### config.mk
export PLATFORM = sky130hd
export DESIGN_NAME = recursive_mutex_with_wait_queue_unit
export DESIGN_NICKNAME = d
export VERILOG_FILES = /design/src/sv/rmwq_pkg.sv /design/src/sv/rmwq_waiter_ram.sv /design/src/sv/recursive_mutex_with_wait_queue_unit.sv
export SDC_FILE = /design/constraint.sdc
export NUM_CORES = 1
export LEC_CHECK = 0
export ABC_AREA = 1
export BUFFER_PORTS_ARGS = -buffer_cell sky130_fd_sc_hd__buf_2
export CORE_ASPECT_RATIO = 0.9
export CORE_MARGIN = 2
export CORE_UTILIZATION = 62
export CTS_CLUSTER_DIAMETER = 150
export DETAILED_ROUTE_END_ITERATION = 10
export PLACE_DENSITY = 0.81
export SYNTH_ARGS = -nofsm -noshare
export SYNTH_HDL_FRONTEND = slang
export SYNTH_SLANG_ARGS = --single-unit
### constraint.sdc
create_clock -name aclk -period 4 [get_ports aclk]
set_clock_uncertainty 0.2 [all_clocks]
set_input_delay 0.8 -clock aclk [delete_from_list [all_inputs] [get_ports aclk]]
set_output_delay 0.8 -clock aclk [all_outputs]
set_load 0.03 [all_outputs]
### src/sv/rmwq_pkg.sv
`timescale 1ns / 1ps
// ----------------------------------------------------------------------------
// rmwq_pkg: shared types and constants of the recursive mutex unit
// widths, status codes and request kinds
// ----------------------------------------------------------------------------
package rmwq_pkg;
    localparam int MAX_WAITERS = 16;
    localparam int ID_BITS     = 6;
    localparam int DEPTH_BITS  = 16;
    localparam int QPTR_BITS   = $clog2(MAX_WAITERS);
    localparam int QCNT_BITS   = $clog2(MAX_WAITERS + 1);

    localparam logic [1:0] KIND_LOCK    = 2'd0;
    localparam logic [1:0] KIND_TRYLOCK = 2'd1;
    localparam logic [1:0] KIND_UNLOCK  = 2'd2;
    localparam logic [1:0] KIND_CANCEL  = 2'd3;

    localparam logic [3:0] ST_ACQUIRED    = 4'd0;
    localparam logic [3:0] ST_NESTED      = 4'd1;
    localparam logic [3:0] ST_QUEUED      = 4'd2;
    localparam logic [3:0] ST_BUSY        = 4'd3;
    localparam logic [3:0] ST_HELD        = 4'd4;
    localparam logic [3:0] ST_FREED       = 4'd5;
    localparam logic [3:0] ST_HANDED      = 4'd6;
    localparam logic [3:0] ST_CANCELLED   = 4'd7;
    localparam logic [3:0] ST_NOT_WAITING = 4'd8;
    localparam logic [3:0] ST_ERROR       = 4'd9;

    typedef logic [ID_BITS-1:0]    id_t;
    typedef logic [DEPTH_BITS-1:0] depth_t;
    typedef logic [QPTR_BITS-1:0]  qptr_t;
    typedef logic [QCNT_BITS-1:0]  qcnt_t;

    // memory access requests from the sequencer to the waiter store
    typedef struct packed {
        logic  rd_en;
        qptr_t rd_addr;
        logic  wr_en;
        qptr_t wr_addr;
        id_t   wr_data;
    } qmem_req_t;
endpackage

### src/sv/rmwq_waiter_ram.sv
`timescale 1ns / 1ps
// ----------------------------------------------------------------------------
// rmwq_waiter_ram: waiter id store
// one write and one registered read port
// ----------------------------------------------------------------------------
module rmwq_waiter_ram (
    input  logic               aclk,
    input  rmwq_pkg::qmem_req_t req,
    output rmwq_pkg::id_t       rd_data
);
    rmwq_pkg::id_t mem [rmwq_pkg::MAX_WAITERS];

    always_ff @(posedge aclk) begin
        if (req.wr_en) begin
            mem[req.wr_addr] <= req.wr_data;
        end
        if (req.rd_en) begin
            rd_data <= mem[req.rd_addr];
        end
    end
endmodule

### src/sv/recursive_mutex_with_wait_queue_unit.sv
`timescale 1ns / 1ps
// ----------------------------------------------------------------------------
// recursive_mutex_with_wait_queue_unit: hardware mutex with fifo of waiters
// lock, trylock, unlock and cancel-wait requests, one status item each
// ----------------------------------------------------------------------------
// One request item at a time. Lock, trylock and a plain unlock go straight from
// acceptance to the result state; a lock that must check the queue, an unlock
// that hands over and a cancel-wait walk the waiter store one entry at a time
// through its single read port (registered), with a scan and a check state per
// entry; removal moves later entries down via shift and move states. The result
// sits in an output register; the next item is taken once it is free or draining.
// A store entry is read only below the waiter count, so it needs no clearing.
// ----------------------------------------------------------------------------
module recursive_mutex_with_wait_queue_unit (
    input  logic        aclk,
    input  logic        aresetn,
    input  logic        cfg_valid,
    output logic        cfg_ready,
    input  logic        cfg_data,        // recursive_enable
    input  logic        s_tvalid,
    output logic        s_tready,
    input  logic [7:0]  s_tdata,         // [1:0] kind, [7:2] requester_id
    output logic        m_tvalid,
    input  logic        m_tready,
    output logic [31:0] m_tdata          // [3:0] status, [9:4] owner_id,
                                         // [10] owner_present, [26:11] hold_depth
);
    localparam logic [2:0] S_IDLE  = 3'd0;
    localparam logic [2:0] S_SCAN  = 3'd1;  // read issued, waiting data
    localparam logic [2:0] S_CHECK = 3'd2;  // data back, compare
    localparam logic [2:0] S_SHIFT = 3'd3;  // compaction: read next
    localparam logic [2:0] S_MOVE  = 3'd4;  // compaction: write back
    localparam logic [2:0] S_DONE  = 3'd5;

    logic [2:0] state_reg, state_next;
    logic recen_reg;
    rmwq_pkg::id_t owner_reg, owner_next;
    logic owned_reg, owned_next;
    rmwq_pkg::depth_t depth_reg, depth_next;
    rmwq_pkg::qcnt_t cnt_reg, cnt_next;
    logic [1:0] kind_reg, kind_next;
    rmwq_pkg::id_t id_reg, id_next;
    rmwq_pkg::qcnt_t idx_reg, idx_next;  // scan / compaction pointer
    logic [3:0] st_reg, st_next;
    logic ovalid_reg;
    logic [31:0] odata_reg;
    rmwq_pkg::qmem_req_t req;
    rmwq_pkg::id_t rd_data;
    logic take, out_free;

    rmwq_waiter_ram u_ram (.aclk(aclk), .req(req), .rd_data(rd_data));

    assign out_free  = !ovalid_reg || m_tready;
    assign s_tready  = (state_reg == S_IDLE) && out_free;
    assign take      = s_tvalid && s_tready;
    assign cfg_ready = 1'b1;
    assign m_tvalid  = ovalid_reg;
    assign m_tdata   = odata_reg;

    always_comb begin
        state_next = state_reg;
        owner_next = owner_reg;
        owned_next = owned_reg;
        depth_next = depth_reg;
        cnt_next   = cnt_reg;
        kind_next  = kind_reg;
        id_next    = id_reg;
        idx_next   = idx_reg;
        st_next    = st_reg;
        req        = '0;
        unique case (state_reg)
            S_IDLE: begin
                if (take) begin
                    kind_next = s_tdata[1:0];
                    id_next   = s_tdata[7:2];
                    idx_next  = '0;
                    state_next = S_DONE;
                    st_next    = rmwq_pkg::ST_ERROR;
                    case (s_tdata[1:0])
                        rmwq_pkg::KIND_LOCK, rmwq_pkg::KIND_TRYLOCK: begin
                            if (!owned_reg) begin
                                owner_next = s_tdata[7:2];
                                owned_next = 1'b1;
                                depth_next = rmwq_pkg::depth_t'(1);
                                st_next    = rmwq_pkg::ST_ACQUIRED;
                            end else if (owner_reg == s_tdata[7:2] && recen_reg) begin
                                if (depth_reg == '1) begin
                                    st_next = rmwq_pkg::ST_ERROR;
                                end else begin
                                    depth_next = depth_reg + 1'b1;
                                    st_next    = rmwq_pkg::ST_NESTED;
                                end
                            end else if (s_tdata[1:0] == rmwq_pkg::KIND_TRYLOCK) begin
                                st_next = rmwq_pkg::ST_BUSY;
                            end else if (owner_reg == s_tdata[7:2] ||
                                         cnt_reg >= rmwq_pkg::QCNT_BITS'(rmwq_pkg::MAX_WAITERS)) begin
                                st_next = rmwq_pkg::ST_ERROR;
                            end else if (cnt_reg == '0) begin
                                req.wr_en   = 1'b1;
                                req.wr_addr = '0;
                                req.wr_data = s_tdata[7:2];
                                cnt_next    = cnt_reg + 1'b1;
                                st_next     = rmwq_pkg::ST_QUEUED;
                            end else begin
                                req.rd_en   = 1'b1;
                                req.rd_addr = '0;
                                state_next  = S_SCAN;
                            end
                        end
                        rmwq_pkg::KIND_UNLOCK: begin
                            if (!owned_reg || depth_reg == '0) begin
                                st_next = rmwq_pkg::ST_ERROR;
                            end else if (depth_reg != rmwq_pkg::depth_t'(1)) begin
                                depth_next = depth_reg - 1'b1;
                                st_next    = rmwq_pkg::ST_HELD;
                            end else if (cnt_reg == '0) begin
                                depth_next = '0;
                                owned_next = 1'b0;
                                owner_next = '0;
                                st_next    = rmwq_pkg::ST_FREED;
                            end else begin
                                req.rd_en   = 1'b1;
                                req.rd_addr = '0;
                                state_next  = S_SCAN;
                            end
                        end
                        default: begin
                            if (cnt_reg == '0) begin
                                st_next = rmwq_pkg::ST_NOT_WAITING;
                            end else begin
                                req.rd_en   = 1'b1;
                                req.rd_addr = '0;
                                state_next  = S_SCAN;
                            end
                        end
                    endcase
                end
            end
            S_SCAN: begin
                state_next = S_CHECK;
            end
            S_CHECK: begin
                // rd_data is entry idx_reg
                if (kind_reg == rmwq_pkg::KIND_UNLOCK) begin
                    owner_next = rd_data;
                    depth_next = rmwq_pkg::depth_t'(1);
                    st_next    = rmwq_pkg::ST_HANDED;
                    state_next = S_SHIFT;
                end else if (rd_data == id_reg) begin
                    if (kind_reg == rmwq_pkg::KIND_LOCK) begin
                        st_next    = rmwq_pkg::ST_ERROR;
                        state_next = S_DONE;
                    end else begin
                        st_next    = rmwq_pkg::ST_CANCELLED;
                        state_next = S_SHIFT;
                    end
                end else if (idx_reg + 1'b1 >= cnt_reg) begin
                    if (kind_reg == rmwq_pkg::KIND_LOCK) begin
                        req.wr_en   = 1'b1;
                        req.wr_addr = rmwq_pkg::qptr_t'(cnt_reg);
                        req.wr_data = id_reg;
                        cnt_next    = cnt_reg + 1'b1;
                        st_next     = rmwq_pkg::ST_QUEUED;
                    end else begin
                        st_next = rmwq_pkg::ST_NOT_WAITING;
                    end
                    state_next = S_DONE;
                end else begin
                    idx_next    = idx_reg + 1'b1;
                    req.rd_en   = 1'b1;
                    req.rd_addr = rmwq_pkg::qptr_t'(idx_reg + 1'b1);
                    state_next  = S_SCAN;
                end
            end
            S_SHIFT: begin
                // remove entry idx_reg by moving later entries down
                if (idx_reg + 1'b1 >= cnt_reg) begin
                    cnt_next   = cnt_reg - 1'b1;
                    state_next = S_DONE;
                end else begin
                    req.rd_en   = 1'b1;
                    req.rd_addr = rmwq_pkg::qptr_t'(idx_reg + 1'b1);
                    state_next  = S_MOVE;
                end
            end
            S_MOVE: begin
                req.wr_en   = 1'b1;
                req.wr_addr = rmwq_pkg::qptr_t'(idx_reg);
                req.wr_data = rd_data;
                idx_next    = idx_reg + 1'b1;
                state_next  = S_SHIFT;
            end
            S_DONE: begin
                if (out_free) begin
                    state_next = S_IDLE;
                end
            end
            default: state_next = S_IDLE;
        endcase
    end

    always_ff @(posedge aclk) begin
        if (!aresetn) begin
            state_reg  <= S_IDLE;
            recen_reg  <= 1'b0;
            owner_reg  <= '0;
            owned_reg  <= 1'b0;
            depth_reg  <= '0;
            cnt_reg    <= '0;
            ovalid_reg <= 1'b0;
        end else begin
            state_reg <= state_next;
            owner_reg <= owner_next;
            owned_reg <= owned_next;
            depth_reg <= depth_next;
            cnt_reg   <= cnt_next;
            if (cfg_valid && cfg_ready) begin
                recen_reg <= cfg_data;
            end
            if (state_reg == S_DONE && out_free) begin
                ovalid_reg <= 1'b1;
            end else if (m_tready) begin
                ovalid_reg <= 1'b0;
            end
        end
    end

    always_ff @(posedge aclk) begin
        kind_reg <= kind_next;
        id_reg   <= id_next;
        idx_reg  <= idx_next;
        st_reg   <= st_next;
        if (state_reg == S_DONE && out_free) begin
            odata_reg <= {5'd0, depth_reg, owned_reg,
                          owned_reg ? owner_reg : rmwq_pkg::id_t'(0), st_reg};
        end
    end

    // queue count never exceeds its capacity
    assert property (@(posedge aclk) disable iff (!aresetn)
        cnt_reg <= rmwq_pkg::QCNT_BITS'(rmwq_pkg::MAX_WAITERS))
        else $error("waiter count over capacity");
    // a free mutex carries no depth
    assert property (@(posedge aclk) disable iff (!aresetn)
        !owned_reg |-> depth_reg == '0)
        else $error("free mutex with depth");
    // input taken only when idle
    assert property (@(posedge aclk) disable iff (!aresetn)
        take |-> state_reg == S_IDLE)
        else $error("item taken while busy");
    // waiters only exist while the mutex is held
    assert property (@(posedge aclk) disable iff (!aresetn)
        (cnt_reg != '0) |-> owned_reg)
        else $error("waiters on free mutex");
endmodule

== Word level (Yosys, flattened, before mapping) ==
Memories as Yosys holds them, arrays and structs flattened. A register that Yosys moved wholly into a read port is not among the register bits.
Cells that the tools add are included.

* $add $sub $neg: 5
* Magnitude comparators: 2
* Equality and inequality tests: 39
* Muxes and demuxes: 96
* Reduce and logical (&&, ||, !) cells: 28

{| class="wikitable"
|+ Operators by type and width
! operator !! number
|-
| 16-bit 2-to-1 mux || 15
|-
| 5-bit 2-to-1 mux || 20
|-
| 16-bit one-hot mux with 2 select lines || 2
|-
| 4-bit 2-to-1 mux || 15
|-
| 5-bit one-hot mux with 3 select lines || 3
|-
| 11-bit 2-to-1 mux || 4
|-
| 3-bit 2-to-1 mux || 13
|-
| 6-bit 2-to-1 mux || 6
|-
| 11-bit one-hot mux with 3 select lines || 1
|-
| 2-bit inequality test, second input constant || 16
|-
| 6-bit one-hot mux with 2 select lines || 2
|-
| 3-bit one-hot mux with 6 select lines || 1
|-
| 16-bit by 1-bit adder with 16-bit output, second input constant || 1
|-
| 16-bit == test, second input constant || 1
|-
| 16-bit zero test || 1
|-
| 16-bit by 1-bit inequality test with 1-bit output, second input constant || 1
|-
| 4-bit inequality test, second input constant || 4
|-
| 4-bit one-hot mux with 2 select lines || 2
|-
| 8-bit AND reduction || 2
|-
| 16-bit by 1-bit subtractor with 16-bit output, second input constant || 1
|-
| 13-bit AND reduction || 1
|-
| 6-bit == test || 2
|-
| 3-bit inequality test, second input constant || 4
|-
| 5-bit by 1-bit adder with 5-bit output, second input constant || 2
|-
| 27 further kinds || 50
|}

* Flip-flop bits (word level): 77
* Memory bits (writable): 96
* Input bits: 14
* Output and inout bits: 35
* Word-level logic and storage cells: 184
* Memories kept: 1

{| class="wikitable"
|+ Memory list
! memory !! depth !! bits a word !! rd ports !! clocked after memory_dff !! wr ports !! RTL line !! RTL
|-
| u_ram.mem || 16 || 6 || 1 || 1 || 1 || rmwq_waiter_ram.sv:11 || <nowiki>rmwq_pkg::id_t mem [rmwq_pkg::MAX_WAITERS];</nowiki>
|}

== Longest topological paths before layout ==
Gate-level depths: netlist of run 1.

* Depth after elaboration: 11
* Mapped depth: 19

== Hierarchy ==
Synthesis of run 1 repeated with hierarchy kept, for this count alone.

* Cell total of the unflattened synthesis: 1137
* Area, all modules: 9505.4 µm²

{| class="wikitable"
|+ By module, submodules not included
! module !! instances !! cells each !! area an instance (µm²)
|-
| recursive_mutex_with_wait_queue_unit || 1 || 715 || 5118.7
|-
| rmwq_waiter_ram || 1 || 422 || 4386.7
|}

== Worst setup path after synthesis of run 1 ==
No wires, ideal clock.

* Path kind: reg-to-reg
* Start point: register idx_reg[0]
* End point: memory u_ram.mem[8][0] (netlist bit), enable pin
* Arrival: 2790 ps
* Setup slack: 661 ps
* Stages on the path, launching flop included: 18
* Path buffers: 1
* Cells stage by stage: edfxtp_1 > ha_1 > nand3_1 > xor2_1 > inv_1 > ha_1 > nand2_1 > nor2_1 > nand2_1 > nand3_1 > inv_1 > nor2_1 > nand3_1 > buf_2 > o22ai_2 > inv_1 > or2_1 > nor2_1

* Longest elaborated chain between the ends: 8

{| class="wikitable"
|+ Ends and longest elaborated chain
! what !! RTL line !! RTL
|-
| start: declaration || recursive_mutex_with_wait_queue_unit.sv:43 || <nowiki>rmwq_pkg::qcnt_t idx_reg, idx_next;</nowiki>
|-
| start signal: assignment || recursive_mutex_with_wait_queue_unit.sv:231 || <nowiki>idx_reg <= idx_next;</nowiki>
|-
| 5-bit by 1-bit adder with 5-bit output || recursive_mutex_with_wait_queue_unit.sv:157 || <nowiki>end else if (idx_reg + 1'b1 >= cnt_reg) begin</nowiki>
|-
| 5-bit >= comparator || recursive_mutex_with_wait_queue_unit.sv:157 ||
|-
| 11-bit 2-to-1 mux || recursive_mutex_with_wait_queue_unit.sv:157 ||
|-
| 16-bit 2-to-1 mux || recursive_mutex_with_wait_queue_unit.sv:149 || <nowiki>end else if (rd_data == id_reg) begin</nowiki>
|-
| 16-bit 2-to-1 mux || recursive_mutex_with_wait_queue_unit.sv:144 || <nowiki>if (kind_reg == rmwq_pkg::KIND_UNLOCK) begin</nowiki>
|-
| 11-bit one-hot mux with 3 select lines * || recursive_mutex_with_wait_queue_unit.sv:71 || <nowiki>unique case (state_reg)</nowiki>
|-
| 1-bit 2-to-1 mux || rmwq_waiter_ram.sv:14 || <nowiki>if (req.wr_en) begin</nowiki>
|-
| 1-bit 2-to-1 mux (not written as such) || rmwq_waiter_ram.sv:15 || <nowiki>mem[req.wr_addr] <= req.wr_data;</nowiki>
|-
| end: declaration || rmwq_waiter_ram.sv:11 ||
|}

Mark *: on every way between the ends. The rest lies on a longest branch, timed or not.

== Worst setup path in the final report of run 1 ==
* Start point: register idx_reg[1]
* End point: memory u_ram.mem[9][3] (netlist bit), enable pin

The elaborated chain is that of the path after synthesis.

==> impl_metrics.yaml, run 1 <==
sta:
  fin_crit_sh: 0.942
  hold_viol_final: 0
  tightest_slew_ns: 1.05
  final-setup-viol-count: 0
  max_freq_mhz: 265
  drv_slew: 0
  slew-limit-headroom: 0.299
  fin_ws_ns: 0.230
  period_needed_ns: 3.77
  rsz0062_at_grt: "true"
  holdWs_ns: 0.224
finish:
  final_common_cell: "nand2_1"
  nFillCells: 1110
  stdcell_area_um2: 10400
  mostFrequentLayoutCells: "208 x nand2_1, 180 x inv_1, 163 x nand3_1"
  fin_cells: 1335
  finalNetCount: 1150
  largest_reg_flops: 96
  drive_gt1_frac: 0.119
  syn_to_final_growth_pct: 10.3
floorplan:
  dieArea_um2: 16200
  core_area_um2: 14800
  dieWidth_um: 134
  io_pins: 49
  die_y_um: 121
  start_util: 0.638
  rows: 42
clock_network:
  htreeDepth: 4
  cts_buffer_depth: 2
  cts_sinks: 179
  clkTransAtPathRegs_ns: 0.07
  cts_buffers: 17
  cts_tree: "yes"
  ctsHoldBuffers: 0
  cts_root_buf: "clkbuf_16"
  clk_latency_ns: 0.44
detailed_routing:
  drt-vias-per-instance: 5.73
  drt_iter0_markers: 943
  wl_mm: 22.2
  num_vias: 7644
  antenna_left: 0
  drc: 0
  wire_per_inst_um: 16.6
  dr.pass1.iters: 7
run_status:
  status: "finished, final reports clean"
pwr:
  p_int_mw: 4.39
  pwr-share-clk: 0.222
  finalPower_mw: 7.67
  vdd_drop_max_uv: 378
  p_comb_frac: 0.413
  leakagePower_nw: 4.53
  p_seq_frac: 0.365
  netSwitchingFraction: 0.428
  powerDensity_nw_per_um2: 738
  power.switching_mw: 3.28
grt:
  grt_pass1_vias: 6855
  grt_pass1_wl_mm: 35.1
  gr-total-overflow: 0
  grt_max_degree: 43
  antenna_found_initial: 1
  grt_use_total: 0.282
placed_design:
  port_buffers: 42
  dp_hpwl_mm: 15.3
  post-place-ws_ns: 0.211
  post-place-cells: 1302
  post_dp_cell_area_um2: 9770
  routabilityCongestion: 0.947
flow_run:
  max_cap_violations: 0
synth:
  synth_warnings: 0
  yosysUniqueCellTypes: 52
  synthesis.area_um2: 9420
  ys_ff_latch: 179
  synth_seq_area_share: 0.536
  syn_inst: 1081
  syn_avg_cell_area_um2: 8.71
min_path:
  hold_path.class: "reg -> reg"
worst_setup_path:
  path_delay_family: "simple AND/OR/NAND/NOR gates"
  cp_num_buf_inv: 2
  worst-endpoint-required_ns: 3.88
  critPathArrivalTime_ns: 3.65
  worst-setup-path-type: "reg -> reg"
  cp-end-kind: "flip-flop"
  crit_chain: "ha_1, nand3_1, xor2_1, inv_1, ha_1, nand2_1, nor2_1, nand2_1, nand3_1, inv_1, nor2_1, nand3_1, o22ai_1, nand2_1, nor2_1"
  crit_slowest_cell: "nor2_1"
  critPathLaunchType: "flip-flop"
  crit_fanout: 6
  crit_path_max_incr_delay_ns: 0.47
power groups by stage:
stage | registers [mW] | clock network (mW) | logic, mW
after CTS | 2.79 | 1.71 | 3.10
after floorplan | 2.76 | 0 | 2.39
after global routing | 2.84 | 1.78 | 3.53
after global placement | 2.82 | 0 | 2.98
after detailed placement | 2.83 | 0 | 3.07
final | 2.80 | 1.70 | 3.17
worst paths after layout:
check | startpoint | endpoint | slack (ns) | cells after the start
max | idx_reg[1]$_SDFFCE_PN0P_ | u_ram.mem[9][3]$_DFFE_PP_ | 0.23 | 15
min | st_reg[3]$_DFFE_PP_ | m_tdata[3]$_DFFE_PP_ | 0.22 | 0
max reg2reg | idx_reg[1]$_SDFFCE_PN0P_ | u_ram.mem[9][3]$_DFFE_PP_ | 0.23 | 15
min reg2reg | st_reg[3]$_DFFE_PP_ | m_tdata[3]$_DFFE_PP_ | 0.22 | 0
worst register-to-register path: cells and delay by family, from the launching register on:
kind                       cells  cell delay [ns]
and+or+nand+nor                9             1.56
adders and majority gates      2             0.53
DFF                            1             0.44
AOI/OAI and AO/OA              1             0.32
xor gates and xnor gates       1             0.19
buffers and inverters          2             0.17
cell usage after synthesis (all sizes together):
cell / number / area [um2]
a41oi: 1 / 8.76
nor3: 9 / 50.1
o21a: 1 / 7.51
o221ai: 8 / 70.1
nor2: 107 / 427
nand3: 165 / 836
ha: 12 / 150
a21o: 1 / 7.51
nand3b: 20 / 154
a31oi: 1 / 6.26
xor2: 12 / 105
fa: 1 / 20.0
o21ai: 39 / 195
inv: 185 / 697
conb: 2 / 7.51
or2: 5 / 31.3
buf: 32 / 238
clkbuf: 11 / 41.3
nand4: 17 / 106
a211oi: 4 / 35.0
o22ai: 4 / 31.3
clkinv: 3 / 16.3
edfxtp: 146 / 4380
dfxtp: 33 / 661
xnor2: 1 / 8.76
o211ai: 3 / 22.5
a32oi: 1 / 8.76
a21oi: 36 / 195
nor4: 3 / 33.8
o31ai: 1 / 7.51
nand2: 216 / 851
and3: 1 / 6.26
per-layer routing:
layer / track usage / share of wire / vias up
met5: 0 / 0 / -
met1: 0.426 / 0.44 / 3549
met4: 0.0878 / 0.017 / 0
met2: 0.406 / 0.43 / 401
met3: 0.0643 / 0.11 / 41
li1: - / - / 3653
timing repair:
action,4_1_cts,5_1_grt
buffers inserted,0,0
endpoints found under the setup margin,0,78
gates resized for setup,0,9
endpoints found under the hold margin,0,0
cells by family after synthesis:
group | count (synthesis) | synth area share
compound gates | 100 | 0.0632
xor+xnor | 13 | 0.0121
fa+ha+maj | 13 | 0.0181
buf+inv | 231 | 0.105
flops | 179 | 0.536
other cells | 2 | 0.000797
simple gates | 543 | 0.265
through the flow:
step | setup TNS (ns) | util
2_1_floorplan | 0 | -
6_report | 0 | 0.704
3_3_place_gp | 0 | 0.661
4_1_cts | 0 | 0.702
5_1_grt | -5.45 | 0.704
3_5_place_dp | 0 | 0.661
final cells by class:
type / instances / area, um2 / share of cell area
Sequential cell: 179 / 5040 / 0.485
Antenna cell: 1 / 2.50 / 0.000241
Clock buffer: 18 / 429 / 0.0413
Clock inverter: 14 / 170 / 0.0164
Inverter: 188 / 713 / 0.0686
Tap cell: 198 / 248 / 0.0238
Timing Repair Buffer: 62 / 360 / 0.0347
Multi-Input combinational cell: 675 / 3420 / 0.330
No activity file was read; power rests on OpenSTA's default activity.
==> inputs of run 2 (changes only) <==
--- a/config.mk
+++ b/config.mk
@@ -9,10 +9,10 @@
 export BUFFER_PORTS_ARGS = -buffer_cell sky130_fd_sc_hd__buf_2
 export CORE_ASPECT_RATIO = 0.9
 export CORE_MARGIN = 2
-export CORE_UTILIZATION = 62
+export CORE_UTILIZATION = 56
 export CTS_CLUSTER_DIAMETER = 150
 export DETAILED_ROUTE_END_ITERATION = 10
-export PLACE_DENSITY = 0.81
+export PLACE_DENSITY = 0.77
 export SYNTH_ARGS = -nofsm -noshare
 export SYNTH_HDL_FRONTEND = slang
 export SYNTH_SLANG_ARGS = --single-unit
==> constraint.sdc (replaced) <==
create_clock -name aclk -period 3.3 [get_ports aclk]
set_clock_uncertainty 0.2 [all_clocks]
set_input_delay 0.66 -clock aclk [delete_from_list [all_inputs] [get_ports aclk]]
set_output_delay 0.66 -clock aclk [all_outputs]
set_load 0.03 [all_outputs]
==> impl_metrics.yaml, run 2 (synthesized netlist as in run 1, its figures left out) <==
floorplan:
  io_pins: 49
  dieArea_um2: 17900
  die_y_um: 127
  start_util: 0.578
  dieWidth_um: 141
  core_area_um2: 16300
  rows: 44
detailed_routing:
  wl_mm: 22.8
  wire_per_inst_um: 16.5
  dr.pass1.iters: 6
  drc: 0
  num_vias: 7789
  drt_iter0_markers: 1120
  drt-vias-per-instance: 5.63
  antenna_left: 0
clock_network:
  cts_tree: "yes"
  htreeDepth: 4
  cts_buffers: 17
  clkTransAtPathRegs_ns: 0.07
  cts_buffer_depth: 2
  clk_latency_ns: 0.44
  cts_sinks: 179
  cts_root_buf: "clkbuf_16"
worst_setup_path:
  cp-end-kind: "flip-flop"
  critPathArrivalTime_ns: 3.12
  crit_fanout: 6
  critPathLaunchType: "flip-flop"
  worst-endpoint-required_ns: 3.25
  worst-setup-path-type: "reg -> reg"
run_status:
  status: "finished, final reports clean"
sta:
  fin_setup_tns_ns: 0
  slew-limit-headroom: 0.354
  period_needed_ns: 3.17
  final-setup-viol-count: 0
  tightest_slew_ns: 0.959
  drv_slew: 0
  fin_ws_ns: 0.130
  max_freq_mhz: 315
  fin_crit_sh: 0.960
  hold_viol_final: 0
  holdWs_ns: 0.214
finish:
  syn_to_final_growth_pct: 15.7
  drive_gt1_frac: 0.169
  mostFrequentLayoutCells: "204 x nand2_1, 175 x inv_1, 159 x nand3_1"
  finalNetCount: 1190
  largest_reg_flops: 96
  fin_cells: 1384
  stdcell_area_um2: 10900
  post-route-util: 0.669
  final_common_cell: "nand2_1"
placed_design:
  post-place-ws_ns: -0.0834
  routabilityCongestion: 0.946
  post_dp_cell_area_um2: 10100
  post-place-cells: 1345
  dp_hpwl_mm: 15.6
  port_buffers: 42
grt:
  grt_max_degree: 44
  grt_pass1_wl_mm: 36.2
  grt_use_total: 0.260
  gr-total-overflow: 0
  grt_pass1_vias: 7080
  antenna_found_initial: 1
pwr:
  pwr-share-clk: 0.199
  p_comb_frac: 0.447
  p_seq_frac: 0.354
  vdd_drop_max_uv: 491
  power.switching_mw: 4.14
  finalPower_mw: 9.56
  powerDensity_nw_per_um2: 878
  leakagePower_nw: 4.75
  p_int_mw: 5.42
  netSwitchingFraction: 0.433
flow_run:
  max_cap_violations: 0
min_path:
  hold_path.class: "in -> reg"
## run 2: cell types whose count changed in the layout (fill, tap and decap cells not counted), sizes merged
cell      previous run  this run
inv                192       191
bufinv               2         0
clkinvlp             1         4
buf                 62       101
nand2              216       217
## run 2: metal layers
layer	GRT usage	part of all wire
met1	0.391	0.44
met2	0.377	0.43
met4	0.0735	0.017
met5	0	0
met3	0.0630	0.11
## run 2: area by class of cell
type	instances	area (um2)
Inverter	188	716
Timing Repair Buffer	101	734
Fill cell	1217	5400
Multi-Input combinational cell	676	3590
Antenna cell	1	2.50
Clock inverter	14	121
Tap cell	207	259
Clock buffer	18	429
Sequential cell	179	5040
## run 2: path summary, 6_finish.rpt
path                             from                         end  slack, ns  cells after the start
max          idx_reg[0]$_SDFFCE_PN0P_  u_ram.mem[15][2]$_DFFE_PP_       0.13                     16
min                         cfg_valid      recen_reg$_SDFFE_PN0P_       0.21                      2
max reg2reg  idx_reg[0]$_SDFFCE_PN0P_  u_ram.mem[15][2]$_DFFE_PP_       0.13                     16
min reg2reg       st_reg[1]$_DFFE_PP_        m_tdata[1]$_DFFE_PP_       0.22                      0
## run 2: worst max-delay path, cell delays in order, from the launching register on
cell and delay, ns:
edfxtp_1 0.46, ha_4 0.20, nand3_2 0.09, xor2_2 0.17
inv_2 0.06, ha_4 0.27, nand2_1 0.06, nor2_1 0.10
nand2_1 0.07, nand3_2 0.09, inv_4 0.06, nor2_4 0.14
nand3_4 0.14, o22ai_2 0.26, nand2_2 0.18, nor2_1 0.16
buf_4 0.17
## run 2: power groups by stage
stage                     Sequential, mW  Clock, mW  Combinational [mW]
final                               3.38       1.90                4.27
after global routing                3.43       2.02                4.78
after CTS                           3.36       1.92                3.99
after detailed placement            3.41          0                3.92
after global placement              3.40          0                3.85
after floorplan                     3.35          0                2.90
## run 2: timing repair
action,4_1_cts,5_1_grt
resized for setup,8,39
setup endpoints to repair,90,204
buffers inserted,0,5
hold buffers,0,0
cloned,0,1
pin swaps,0,8
hold endpoints to repair,0,0
==> inputs of run 3 (changes only) <==
--- a/config.mk
+++ b/config.mk
@@ -9,10 +9,10 @@
 export BUFFER_PORTS_ARGS = -buffer_cell sky130_fd_sc_hd__buf_2
 export CORE_ASPECT_RATIO = 0.9
 export CORE_MARGIN = 2
-export CORE_UTILIZATION = 56
+export CORE_UTILIZATION = 50
 export CTS_CLUSTER_DIAMETER = 150
 export DETAILED_ROUTE_END_ITERATION = 10
-export PLACE_DENSITY = 0.77
+export PLACE_DENSITY = 0.7
 export SYNTH_ARGS = -nofsm -noshare
 export SYNTH_HDL_FRONTEND = slang
 export SYNTH_SLANG_ARGS = --single-unit
==> impl_metrics.yaml, run 3 (synthesized netlist as in run 1, its figures left out) <==
detailed_routing:
  drt_iter0_markers: 768
  wl_mm: 23.6
  drc: 0
  antenna_left: 0
  dr.pass1.iters: 5
  drt-vias-per-instance: 5.44
  wire_per_inst_um: 16.6
  num_vias: 7735
worst_setup_path:
  cpMostUsedCell: "nand2_1"
  critPathLaunchType: "flip-flop"
  crit_slowest_cell: "edfxtp_1"
  crit_fanout: 9
  crit_path_max_incr_delay_ns: 0.44
  ff2ff_path_depth: 18
  crit_chain: "ha_4, xor2_2, ha_1, nand2_1, nand2_1, nand2_1, nand3_1, inv_2, buf_4, nand3_4, nand2_8, buf_12, nand2_4, buf_6, nand3_1, nand3_1, nand3_2, nand2_1"
  worst-setup-path-type: "reg -> reg"
  critPathArrivalTime_ns: 3.19
  worst-endpoint-required_ns: 3.29
  cp-end-kind: "flip-flop"
sta:
  hold_viol_final: 0
  max_freq_mhz: 313
  holdWs_ns: 0.216
  final-setup-viol-count: 0
  fin_ws_ns: 0.104
  drv_slew: 0
  fin_crit_sh: 0.969
  tightest_slew_ns: 0.731
  slew-limit-headroom: 0.512
  fin_setup_tns_ns: 0
  period_needed_ns: 3.20
placed_design:
  post-place-ws_ns: -0.0349
  post_dp_cell_area_um2: 10100
  routabilityCongestion: 0.886
  port_buffers: 42
  dp_hpwl_mm: 15.9
  post-place-cells: 1382
min_path:
  hold_path.class: "in -> reg"
  whs_path_depth: 2
floorplan:
  die_y_um: 134
  io_pins: 49
  rows: 47
  dieWidth_um: 149
  core_area_um2: 18400
  dieArea_um2: 20000
  start_util: 0.512
finish:
  post-route-util: 0.602
  final_common_cell: "nand2_1"
  syn_to_final_growth_pct: 17.7
  nFillCells: 1543
  fin_cells: 1422
  finalNetCount: 1191
  stdcell_area_um2: 11100
  drive_gt1_frac: 0.172
  n_antenna_cell: 0
  largest_reg_flops: 96
  mostFrequentLayoutCells: "203 x nand2_1, 177 x inv_1, 154 x nand3_1"
clock_network:
  cts_buffers: 17
  cts_root_buf: "clkbuf_16"
  htreeDepth: 4
  clkTransAtPathRegs_ns: 0.07
  cts_sinks: 179
  cts_buffer_depth: 2
  cts_tree: "yes"
  clk_latency_ns: 0.44
pwr:
  leakagePower_nw: 4.83
  powerDensity_nw_per_um2: 885
  finalPower_mw: 9.81
  vdd_drop_max_uv: 407
grt:
  antenna_found_initial: 0
  grt_pass1_wl_mm: 36.1
  grt_use_total: 0.233
  grt_max_degree: 32
  gr-total-overflow: 0
  grt_pass1_vias: 6882
flow_run:
  max_cap_violations: 0
run_status:
  status: "finished, final reports clean"
## run 3: final timing paths
kind,start,end,slack (ns)
worst max register to register,idx_reg[1]$_SDFFCE_PN0P_,u_ram.rd_data[2]$_DFFE_PP_,0.10
worst min register to register,st_reg[3]$_DFFE_PP_,m_tdata[3]$_DFFE_PP_,0.22
worst min-delay path,cfg_valid,recen_reg$_SDFFE_PN0P_,0.22
worst max-delay path,idx_reg[1]$_SDFFCE_PN0P_,u_ram.rd_data[2]$_DFFE_PP_,0.10
## run 3: timing repair
action                                  CTS  global route
pin swaps                                 0             6
gates resized for setup                   2            53
gates cloned                              0             2
endpoints found under the setup margin   78           135
buffers inserted                          0             6
hold buffers                              0             0
## run 3: area by class of cell
class | instances | area, um2 | share of cell area
flip-flops and latches | 179 | 5040 | 0.455
multi-input cells | 675 | 3590 | 0.324
repair buffers | 102 | 797 | 0.0719
inverters | 188 | 719 | 0.0649
clock buffers | 17 | 425 | 0.0384
well taps | 245 | 307 | 0.0277
clock inverters | 15 | 191 | 0.0173
repair inverters | 1 | 7.51 | 0.000677
## run 3: worst max-delay path, delay by kind of cell (launching register included)
kind | cells | cell delay (ns)
DFF | 1 | 0.44
buffers and inverters | 4 | 0.51
adders and majority gates | 2 | 0.51
and+or+nand+nor | 11 | 1.02
xor gates and xnor gates | 1 | 0.24
## run 3: report_power, final
group	internal [mW]	total [mW]	switching, mW
sequential	3.03	3.39	0.353
combinational	1.44	4.35	2.91
clock	1.09	2.07	0.981
## run 3: per-layer routing
metal / global-route usage / share of wire / up-vias
met4: 0.0534 / 0.013 / 0
met2: 0.355 / 0.44 / 317
met5: 0 / 0 / -
met1: 0.343 / 0.46 / 3652
met3: 0.0493 / 0.081 / 32
li1: - / - / 3734
